==> config.mk <==
export PLATFORM = sky130hd
export DESIGN_NAME = turn_rate_limited_heading_tracker_top
export DESIGN_NICKNAME = d
export VERILOG_FILES = /design/src/rtl/trlht_pkg.sv /design/src/rtl/turn_rate_limited_heading_tracker_top.sv
export SDC_FILE = /design/constraint.sdc
export NUM_CORES = 1
export LEC_CHECK = 0
export BUFFER_PORTS_ARGS = -buffer_cell sky130_fd_sc_hd__buf_2
export CORE_ASPECT_RATIO = 0.6
export CORE_UTILIZATION = 30
export CTS_CLUSTER_SIZE = 8
export DETAILED_ROUTE_END_ITERATION = 6
export GPL_TIMING_DRIVEN = 0
export PLACE_DENSITY = 0.51
export SLEW_MARGIN = 20
export SYNTH_ARGS = -nofsm -noshare
export SYNTH_HDL_FRONTEND = slang
export SYNTH_SLANG_ARGS = --single-unit
==> constraint.sdc <==
create_clock -name clk_i -period 8.6 [get_ports clk_i]
set_input_delay 2.58 -clock clk_i [delete_from_list [all_inputs] [get_ports clk_i]]
set_output_delay 2.58 -clock clk_i [all_outputs]
set_load 0.01 [all_outputs]
==> src/rtl/trlht_pkg.sv <==
// Package for the turn-rate-limited heading tracker.
// Holds field widths, the CORDIC gain and the arctangent table; no dependencies.
package trlht_pkg;

  localparam int POS_W        = 24;
  localparam int DIFF_W       = POS_W + 1;
  localparam int DP_W         = 36;
  localparam int DIR_W        = 16;
  localparam int HEAD_W       = 16;
  localparam int STEP_W       = 15;
  localparam int ATAN_DEPTH   = 24;
  localparam int CORDIC_ITERATIONS_DEF = 16;
  localparam int ANGLE_WIDTH_DEF       = 16;

  localparam logic [STEP_W-1:0] STEP_RST = 15'd522;
  localparam logic [DP_W-1:0]   ROT_GAIN = 36'd652032874;
  localparam int                DIR_ONE  = 16384;

  // atan(2^-i) at 2^32 per full turn
  localparam logic [31:0] ATAN_TURN32 [ATAN_DEPTH] = '{
    32'h20000000, 32'h12E4051E, 32'h09FB385B, 32'h051111D4,
    32'h028B0D43, 32'h0145D7E1, 32'h00A2F61E, 32'h00517C55,
    32'h0028BE53, 32'h00145F2F, 32'h000A2F98, 32'h000517CC,
    32'h00028BE6, 32'h000145F3, 32'h0000A2FA, 32'h0000517D,
    32'h000028BE, 32'h0000145F, 32'h00000A30, 32'h00000518,
    32'h0000028C, 32'h00000146, 32'h000000A3, 32'h00000051
  };

  function automatic logic [31:0] atan_step(logic [4:0] idx, int aw);
    logic [32:0] t;
    t = {1'b0, ATAN_TURN32[idx]} + (33'd1 << (31 - aw));
    return 32'(t >> (32 - aw));
  endfunction

endpackage

==> src/rtl/turn_rate_limited_heading_tracker_top.sv <==
// Heading tracker top level: vectoring CORDIC bearing, turn-rate limit, rotation
// CORDIC unit direction, all on one shared shift-add unit. Uses trlht_pkg.
// The two CORDIC passes share one shift-add unit, so a new input is taken only once
// the previous result has been written to the output register, where a finished
// result waits.
// Reset: heading clears to 0, turn_step to 522, output not valid.
module turn_rate_limited_heading_tracker_top #(
  parameter int CORDIC_ITERATIONS = trlht_pkg::CORDIC_ITERATIONS_DEF,
  parameter int ANGLE_WIDTH       = trlht_pkg::ANGLE_WIDTH_DEF
) (
  input  logic        clk_i,
  input  logic        rst_ni,
  input  logic        cfg_we_i,
  input  logic [trlht_pkg::STEP_W-1:0] cfg_wdata_i,   // turn_step
  input  logic        s_axis_tvalid,
  output logic        s_axis_tready,
  input  logic [95:0] s_axis_tdata,    // self_x, self_y, target_x, target_y
  output logic        m_axis_tvalid,
  input  logic        m_axis_tready,
  output logic [47:0] m_axis_tdata     // dir_x, dir_y, new_heading
);
  import trlht_pkg::*;

  localparam int ZW     = ANGLE_WIDTH + 2;
  localparam int IT_W   = $clog2(CORDIC_ITERATIONS);
  localparam int SH_DN  = (ANGLE_WIDTH > 16) ? ANGLE_WIDTH - 16 : 0;
  localparam int SH_UP  = (ANGLE_WIDTH < 16) ? 16 - ANGLE_WIDTH : 0;
  localparam int RND_SH = (ANGLE_WIDTH > 16) ? ANGLE_WIDTH - 17 : 0;
  localparam logic [47:0] RND = (ANGLE_WIDTH > 16) ? (48'd1 << RND_SH) : 48'd0;
  localparam logic [IT_W-1:0] IT_LAST = IT_W'(CORDIC_ITERATIONS - 1);

  localparam logic [2:0] ST_IDLE  = 3'd0;
  localparam logic [2:0] ST_PRE   = 3'd1;
  localparam logic [2:0] ST_VEC   = 3'd2;
  localparam logic [2:0] ST_HEAD  = 3'd3;
  localparam logic [2:0] ST_RINIT = 3'd4;
  localparam logic [2:0] ST_ROT   = 3'd5;
  localparam logic [2:0] ST_FIN   = 3'd6;

  logic [2:0]             state_q, state_d;
  logic [IT_W-1:0]        iter_q, iter_d;
  logic [STEP_W-1:0]      step_q, step_d;
  logic [HEAD_W-1:0]      heading_q, heading_d;
  logic                   m_valid_q, m_valid_d;
  logic signed [DP_W-1:0] x_q, x_d, y_q, y_d;
  logic signed [ZW-1:0]   z_q, z_d;
  logic                   zero_q, zero_d, neg_q, neg_d;
  logic [47:0]            out_q, out_d;

  logic signed [DIFF_W-1:0] dx, dy;
  logic signed [DP_W-1:0]   xs, ys, x_n, y_n;
  logic signed [ZW-1:0]     ang, z_n;
  logic                     sigma;
  logic [47:0]              b_wide;
  logic [HEAD_W-1:0]        bearing, new_head;
  logic signed [16:0]       diff, diff_lim, step_s;
  logic signed [16:0]       h_s, h_fold;
  logic signed [31:0]       z_rot;
  logic signed [DP_W:0]     cx_r, sy_r;
  logic [DIR_W-1:0]         dir_x, dir_y;
  logic                     in_xfer, out_free;

  function automatic logic [DIR_W-1:0] to_q14(logic signed [DP_W:0] r, logic neg);
    logic signed [20:0] v;
    v = 21'(r >>> 16);
    if (neg) begin
      v = -v;
    end
    if (v > 21'sd16384) begin
      v = 21'(DIR_ONE);
    end else if (v < -21'sd16384) begin
      v = -21'(DIR_ONE);
    end
    return v[DIR_W-1:0];
  endfunction

  assign s_axis_tready = (state_q == ST_IDLE);
  assign m_axis_tvalid = m_valid_q;
  assign m_axis_tdata  = out_q;
  assign in_xfer  = s_axis_tvalid && s_axis_tready;
  assign out_free = !m_valid_q || m_axis_tready;

  assign dx = DIFF_W'($signed(s_axis_tdata[71:48])) - DIFF_W'($signed(s_axis_tdata[23:0]));
  assign dy = DIFF_W'($signed(s_axis_tdata[95:72])) - DIFF_W'($signed(s_axis_tdata[47:24]));

  // shared shift-add unit
  always_comb begin
    sigma = (state_q == ST_ROT) ? (z_q >= 0) : !(y_q > 0);
    xs    = x_q >>> iter_q;
    ys    = y_q >>> iter_q;
    ang   = ZW'(atan_step(5'(iter_q), ANGLE_WIDTH));
    x_n   = sigma ? x_q - ys : x_q + ys;
    y_n   = sigma ? y_q + xs : y_q - xs;
    z_n   = sigma ? z_q - ang : z_q + ang;
  end

  always_comb begin
    b_wide = (ANGLE_WIDTH > 16) ?
             ((48'(z_q[ANGLE_WIDTH-1:0]) + RND) >> SH_DN) :
             (48'(z_q[ANGLE_WIDTH-1:0]) << SH_UP);
    bearing  = zero_q ? '0 : b_wide[HEAD_W-1:0];
    diff     = 17'($signed(bearing - heading_q));
    step_s   = $signed({2'b00, step_q});
    if (diff > 0) begin
      diff_lim = (diff > step_s) ? diff - step_s : '0;
    end else begin
      diff_lim = (diff < -step_s) ? diff + step_s : '0;
    end
    new_head = bearing - diff_lim[HEAD_W-1:0];

    h_s = 17'($signed(heading_q));
    if (h_s > 17'sd16384 || h_s < -17'sd16384) begin
      h_fold = (h_s > 0) ? h_s - 17'sd32768 : h_s + 17'sd32768;
    end else begin
      h_fold = h_s;
    end
    z_rot = (ANGLE_WIDTH >= 16) ? (32'(h_fold) <<< SH_DN) : (32'(h_fold) >>> SH_UP);

    cx_r  = (DP_W+1)'(x_q) + (DP_W+1)'(32768);
    sy_r  = (DP_W+1)'(y_q) + (DP_W+1)'(32768);
    dir_x = to_q14(cx_r, neg_q);
    dir_y = to_q14(sy_r, neg_q);
  end

  always_comb begin
    state_d   = state_q;
    iter_d    = iter_q;
    step_d    = cfg_we_i ? cfg_wdata_i : step_q;
    heading_d = heading_q;
    m_valid_d = m_valid_q && !m_axis_tready;
    x_d       = x_q;
    y_d       = y_q;
    z_d       = z_q;
    zero_d    = zero_q;
    neg_d     = neg_q;
    out_d     = out_q;
    case (state_q)
      ST_IDLE: begin
        if (in_xfer) begin
          x_d     = DP_W'(dx) <<< 8;
          y_d     = DP_W'(dy) <<< 8;
          zero_d  = (dx == 0) && (dy == 0);
          state_d = ST_PRE;
        end
      end
      ST_PRE: begin
        iter_d = '0;
        if (x_q < 0) begin
          x_d = -x_q;
          y_d = -y_q;
          z_d = ZW'(1) <<< (ANGLE_WIDTH - 1);
        end else begin
          z_d = '0;
        end
        state_d = ST_VEC;
      end
      ST_VEC: begin
        x_d    = x_n;
        y_d    = y_n;
        z_d    = z_n;
        iter_d = iter_q + 1'b1;
        if (iter_q == IT_LAST) begin
          state_d = ST_HEAD;
        end
      end
      ST_HEAD: begin
        heading_d = new_head;
        state_d   = ST_RINIT;
      end
      ST_RINIT: begin
        x_d     = ROT_GAIN;
        y_d     = '0;
        z_d     = ZW'(z_rot);
        neg_d   = (h_fold != h_s);
        iter_d  = '0;
        state_d = ST_ROT;
      end
      ST_ROT: begin
        x_d    = x_n;
        y_d    = y_n;
        z_d    = z_n;
        iter_d = iter_q + 1'b1;
        if (iter_q == IT_LAST) begin
          state_d = ST_FIN;
        end
      end
      ST_FIN: begin
        if (out_free) begin
          out_d     = {heading_q, dir_y, dir_x};
          m_valid_d = 1'b1;
          state_d   = ST_IDLE;
        end
      end
      default: begin
        state_d = ST_IDLE;
      end
    endcase
  end

  always_ff @(posedge clk_i or negedge rst_ni) begin
    if (!rst_ni) begin
      state_q   <= ST_IDLE;
      iter_q    <= '0;
      step_q    <= STEP_RST;
      heading_q <= '0;
      m_valid_q <= 1'b0;
    end else begin
      state_q   <= state_d;
      iter_q    <= iter_d;
      step_q    <= step_d;
      heading_q <= heading_d;
      m_valid_q <= m_valid_d;
    end
  end

  always_ff @(posedge clk_i) begin
    x_q    <= x_d;
    y_q    <= y_d;
    z_q    <= z_d;
    zero_q <= zero_d;
    neg_q  <= neg_d;
    out_q  <= out_d;
  end

endmodule

==> results.yml <==
run_status:
  status: "completed"
drt:
  met1_length_um: 59130
  ant_nets: 0
  totalWireLength_um: 115800
  vias: 27710
  dr.pass1.iters: 6
  dr_wl_met3_um: 15460
  remaining_drc_errors: 0
  top_layer: "met4"
  routedWlPerCell_um: 24.05
  drt_iter0_markers: 3849
  vias_per_cell: 5.755
  wl_met2_um: 39490
finish:
  drive_gt1_share_pct: 11.28
  fin_area_um2: 30200
  final-instance-count-excl-fill: 4815
  n_fill_cell: 9323
  syn2layout_area_growth_pct: 12.50
  final_nets: 3991
  num_antenna_cells: 0
sta:
  clock_skew_ns: 0.01913
  hold_violations: 0
  slew_headroom_pct: 20.51
  rsz0062_at_grt: "false"
  slew_viol_final: 0
  fin_ws_ns: 0.2882
  period_share_pct: 96.65
  fin_crit_ns: 8.312
  fin_hold_ws_ns: 0.4581
  setup_viol: 0
  worst_pin_slew_ns: 1.192
  max_freq_ghz: 0.1203
die:
  num_io_pins: 166
  die_y_um: 233.7
  dieArea_um2: 90700
  start_util_pct: 30.47
  num_rows: 84
  dieWidth_um: 388.1
  core_um2: 88070
global_routing:
  grt_pass1_vias: 24300
  track_usage_pct: 25.09
  grt_pass1_wl_um: 167500
  antenna_found_initial: 8
  grt_max_degree: 49
  grt-ovfl-total: 0
logic_synthesis:
  ys_warn_count: 0
  synthTopCellsByCount: "nand2_1, nor2_1, o21ai_0"
  avgSynthCellArea_um2: 7.777
  synthTopCellsByArea: "edfxtp_1, ha_1, xnor2_1"
  synth_edf_count: 140
  synth.distinct_cells: 99
  synth_area_leader_cell: "edfxtp_1"
  syn_inst: 3451
  synth_area_um2: 26840
  synth_seq_cells: 179
  synth_top_cell_area_share_pct: 15.66
  async_flop_share_pct: 21.79
  synth_seq_area_share_pct: 19.31
  syn_nets: 3800
  yosysMostFrequentCell: "nand2_1"
  synthFlopType: "edfxtp_1"
clock_tree:
  cts.clk_slew.worst_paths_ns: 0.09
  cts_tree: "yes"
  clkSinkCount: 179
  cts_buffers: 17
  cts.path.max_buffers: 2
  clk_latency_ns: 0.54
  htree_levels: 4
  cts_root_buf: "clkbuf_16"
  cts.hold.buffers_added: 0
placement:
  port_buffers: 164
  place.gp.congestion: 1.031
  hpwl_um: 95210
  dp_cells: 4783
  pre_cts_slack_ns: -1.198
  dpl_cell_area_um2: 29320
setup_path:
  startpoint_type: "register"
  cp.required_ns: 8.86
  critical_path_class: "register to register"
  crit_slowest_cell: "a211o_1"
  crit_fanout: 10
  end_kind: "register"
  crit_top_cell: "buf_4"
  crit_family: "compound AO/OA/AOI/OAI gates"
  crit_path_max_incr_delay_ns: 0.43
  worstPathArrival_ns: 8.58
  r2r-start: "iter_q[1]$_DFFE_PN0P_"
  cp_num_buf_inv: 7
  crit_start: "iter_q[1]$_DFFE_PN0P_"
hold_path:
  min_from: "heading_q[3]$_DFFE_PN0P_"
  hold_path_class: "register to register"
run:
  cap_violations: 0
-- routing by layer --
metal	up-vias	track usage [%]
met1	13240	40.82
li1	12920	-
met2	1470	29.64
met3	89	8.734
met4	0	4.545
met5	-	0.3743
-- metrics by stage --
step | TNS [ns] | util [%]
6_report | 0 | 34.28
5_1_grt | 0 | 34.28
4_1_cts | 0 | 34.09
3_5_place_dp | -14.86 | 33.29
3_3_place_gp | -199.52 | 33.05
2_1_floorplan | 0 | -
-- placed cells by master, fill, tap and decap left out, types with 26 or more instances in the layout --
cell type / n
dfrtp_1: 36
xnor2_1: 216
nand2b_1: 45
a21oi_1: 224
a31oi_1: 39
edfxtp_1: 140
clkbuf_1: 103
nor3_1: 79
inv_1: 206
or3_1: 31
and3_1: 40
nand2_1: 398
o21ai_0: 235
nand3_1: 86
o21a_1: 29
o221ai_1: 26
o31ai_1: 27
a21boi_0: 27
buf_2: 185
mux2i_1: 70
and2_1: 34
a21o_1: 58
ha_1: 224
nor2b_1: 61
xor2_1: 140
mux4_2: 51
nor2_1: 276
a22oi_1: 42
-- flip-flops by register name (all words and copies together) (netlist names) --
register       count
heading_q         16
iter_q             4
m_axis_tdata      48
m_axis_tvalid      1
neg_q              1
state_q            3
step_q            15
x_q               36
y_q               36
z_q               18
zero_q             1
-- path summary, 6_finish.rpt --
path / endpoint / cells past startpoint / slack [ns]
worst min register to register: m_axis_tdata[35]$_DFFE_PP_ / 0 / 0.46
max in group asynchronous: heading_q[2]$_DFFE_PN0P_ / 1 / 6.04
worst max-delay path: y_q[29]$_DFFE_PP_ / 29 / 0.29
worst min-delay path: m_axis_tdata[35]$_DFFE_PP_ / 0 / 0.46
min in group asynchronous: step_q[10]$_DFFE_PN0P_ / 1 / 2.09
worst max register to register: y_q[29]$_DFFE_PP_ / 29 / 0.29
-- cells by family (layout without fill, tap and decap cells) --
| family | after synthesis | in the layout | synth area share [%] |
|---|---|---|---|
| and+or+nand+nor | 1186 | 1186 | 21.13 |
| xor gates and xnor gates | 357 | 357 | 11.65 |
| AOI/OAI and AO/OA | 962 | 962 | 23.23 |
| DFF | 179 | 179 | 19.31 |
| muxes | 144 | 144 | 7.846 |
| adders and majority gates | 233 | 233 | 11.11 |
| buffers and inverters | 390 | 593 | 5.720 |
-- timing repair --
action / 4_1_cts / 5_1_grt
resized for setup: 21 / 50
endpoints found under the setup margin: 34 / 33
buffers inserted: 0 / 4
-- area by class of cell --
type,instances,area (um2),share of cell area (%)
clock buffers,17,425.4,1.409
plain buffers,177,774.5,2.565
well taps,1161,1453,4.811
repair buffers,175,1026,3.398
multi-input cells,2882,20330,67.32
clock inverters,14,216.5,0.7169
inverters,210,788.3,2.611
flip-flops and latches,179,5184,17.17
Power is left out: the tool's default activity adds up to more than one toggle a clock period on the data nets, which glitch-free logic cannot reach.
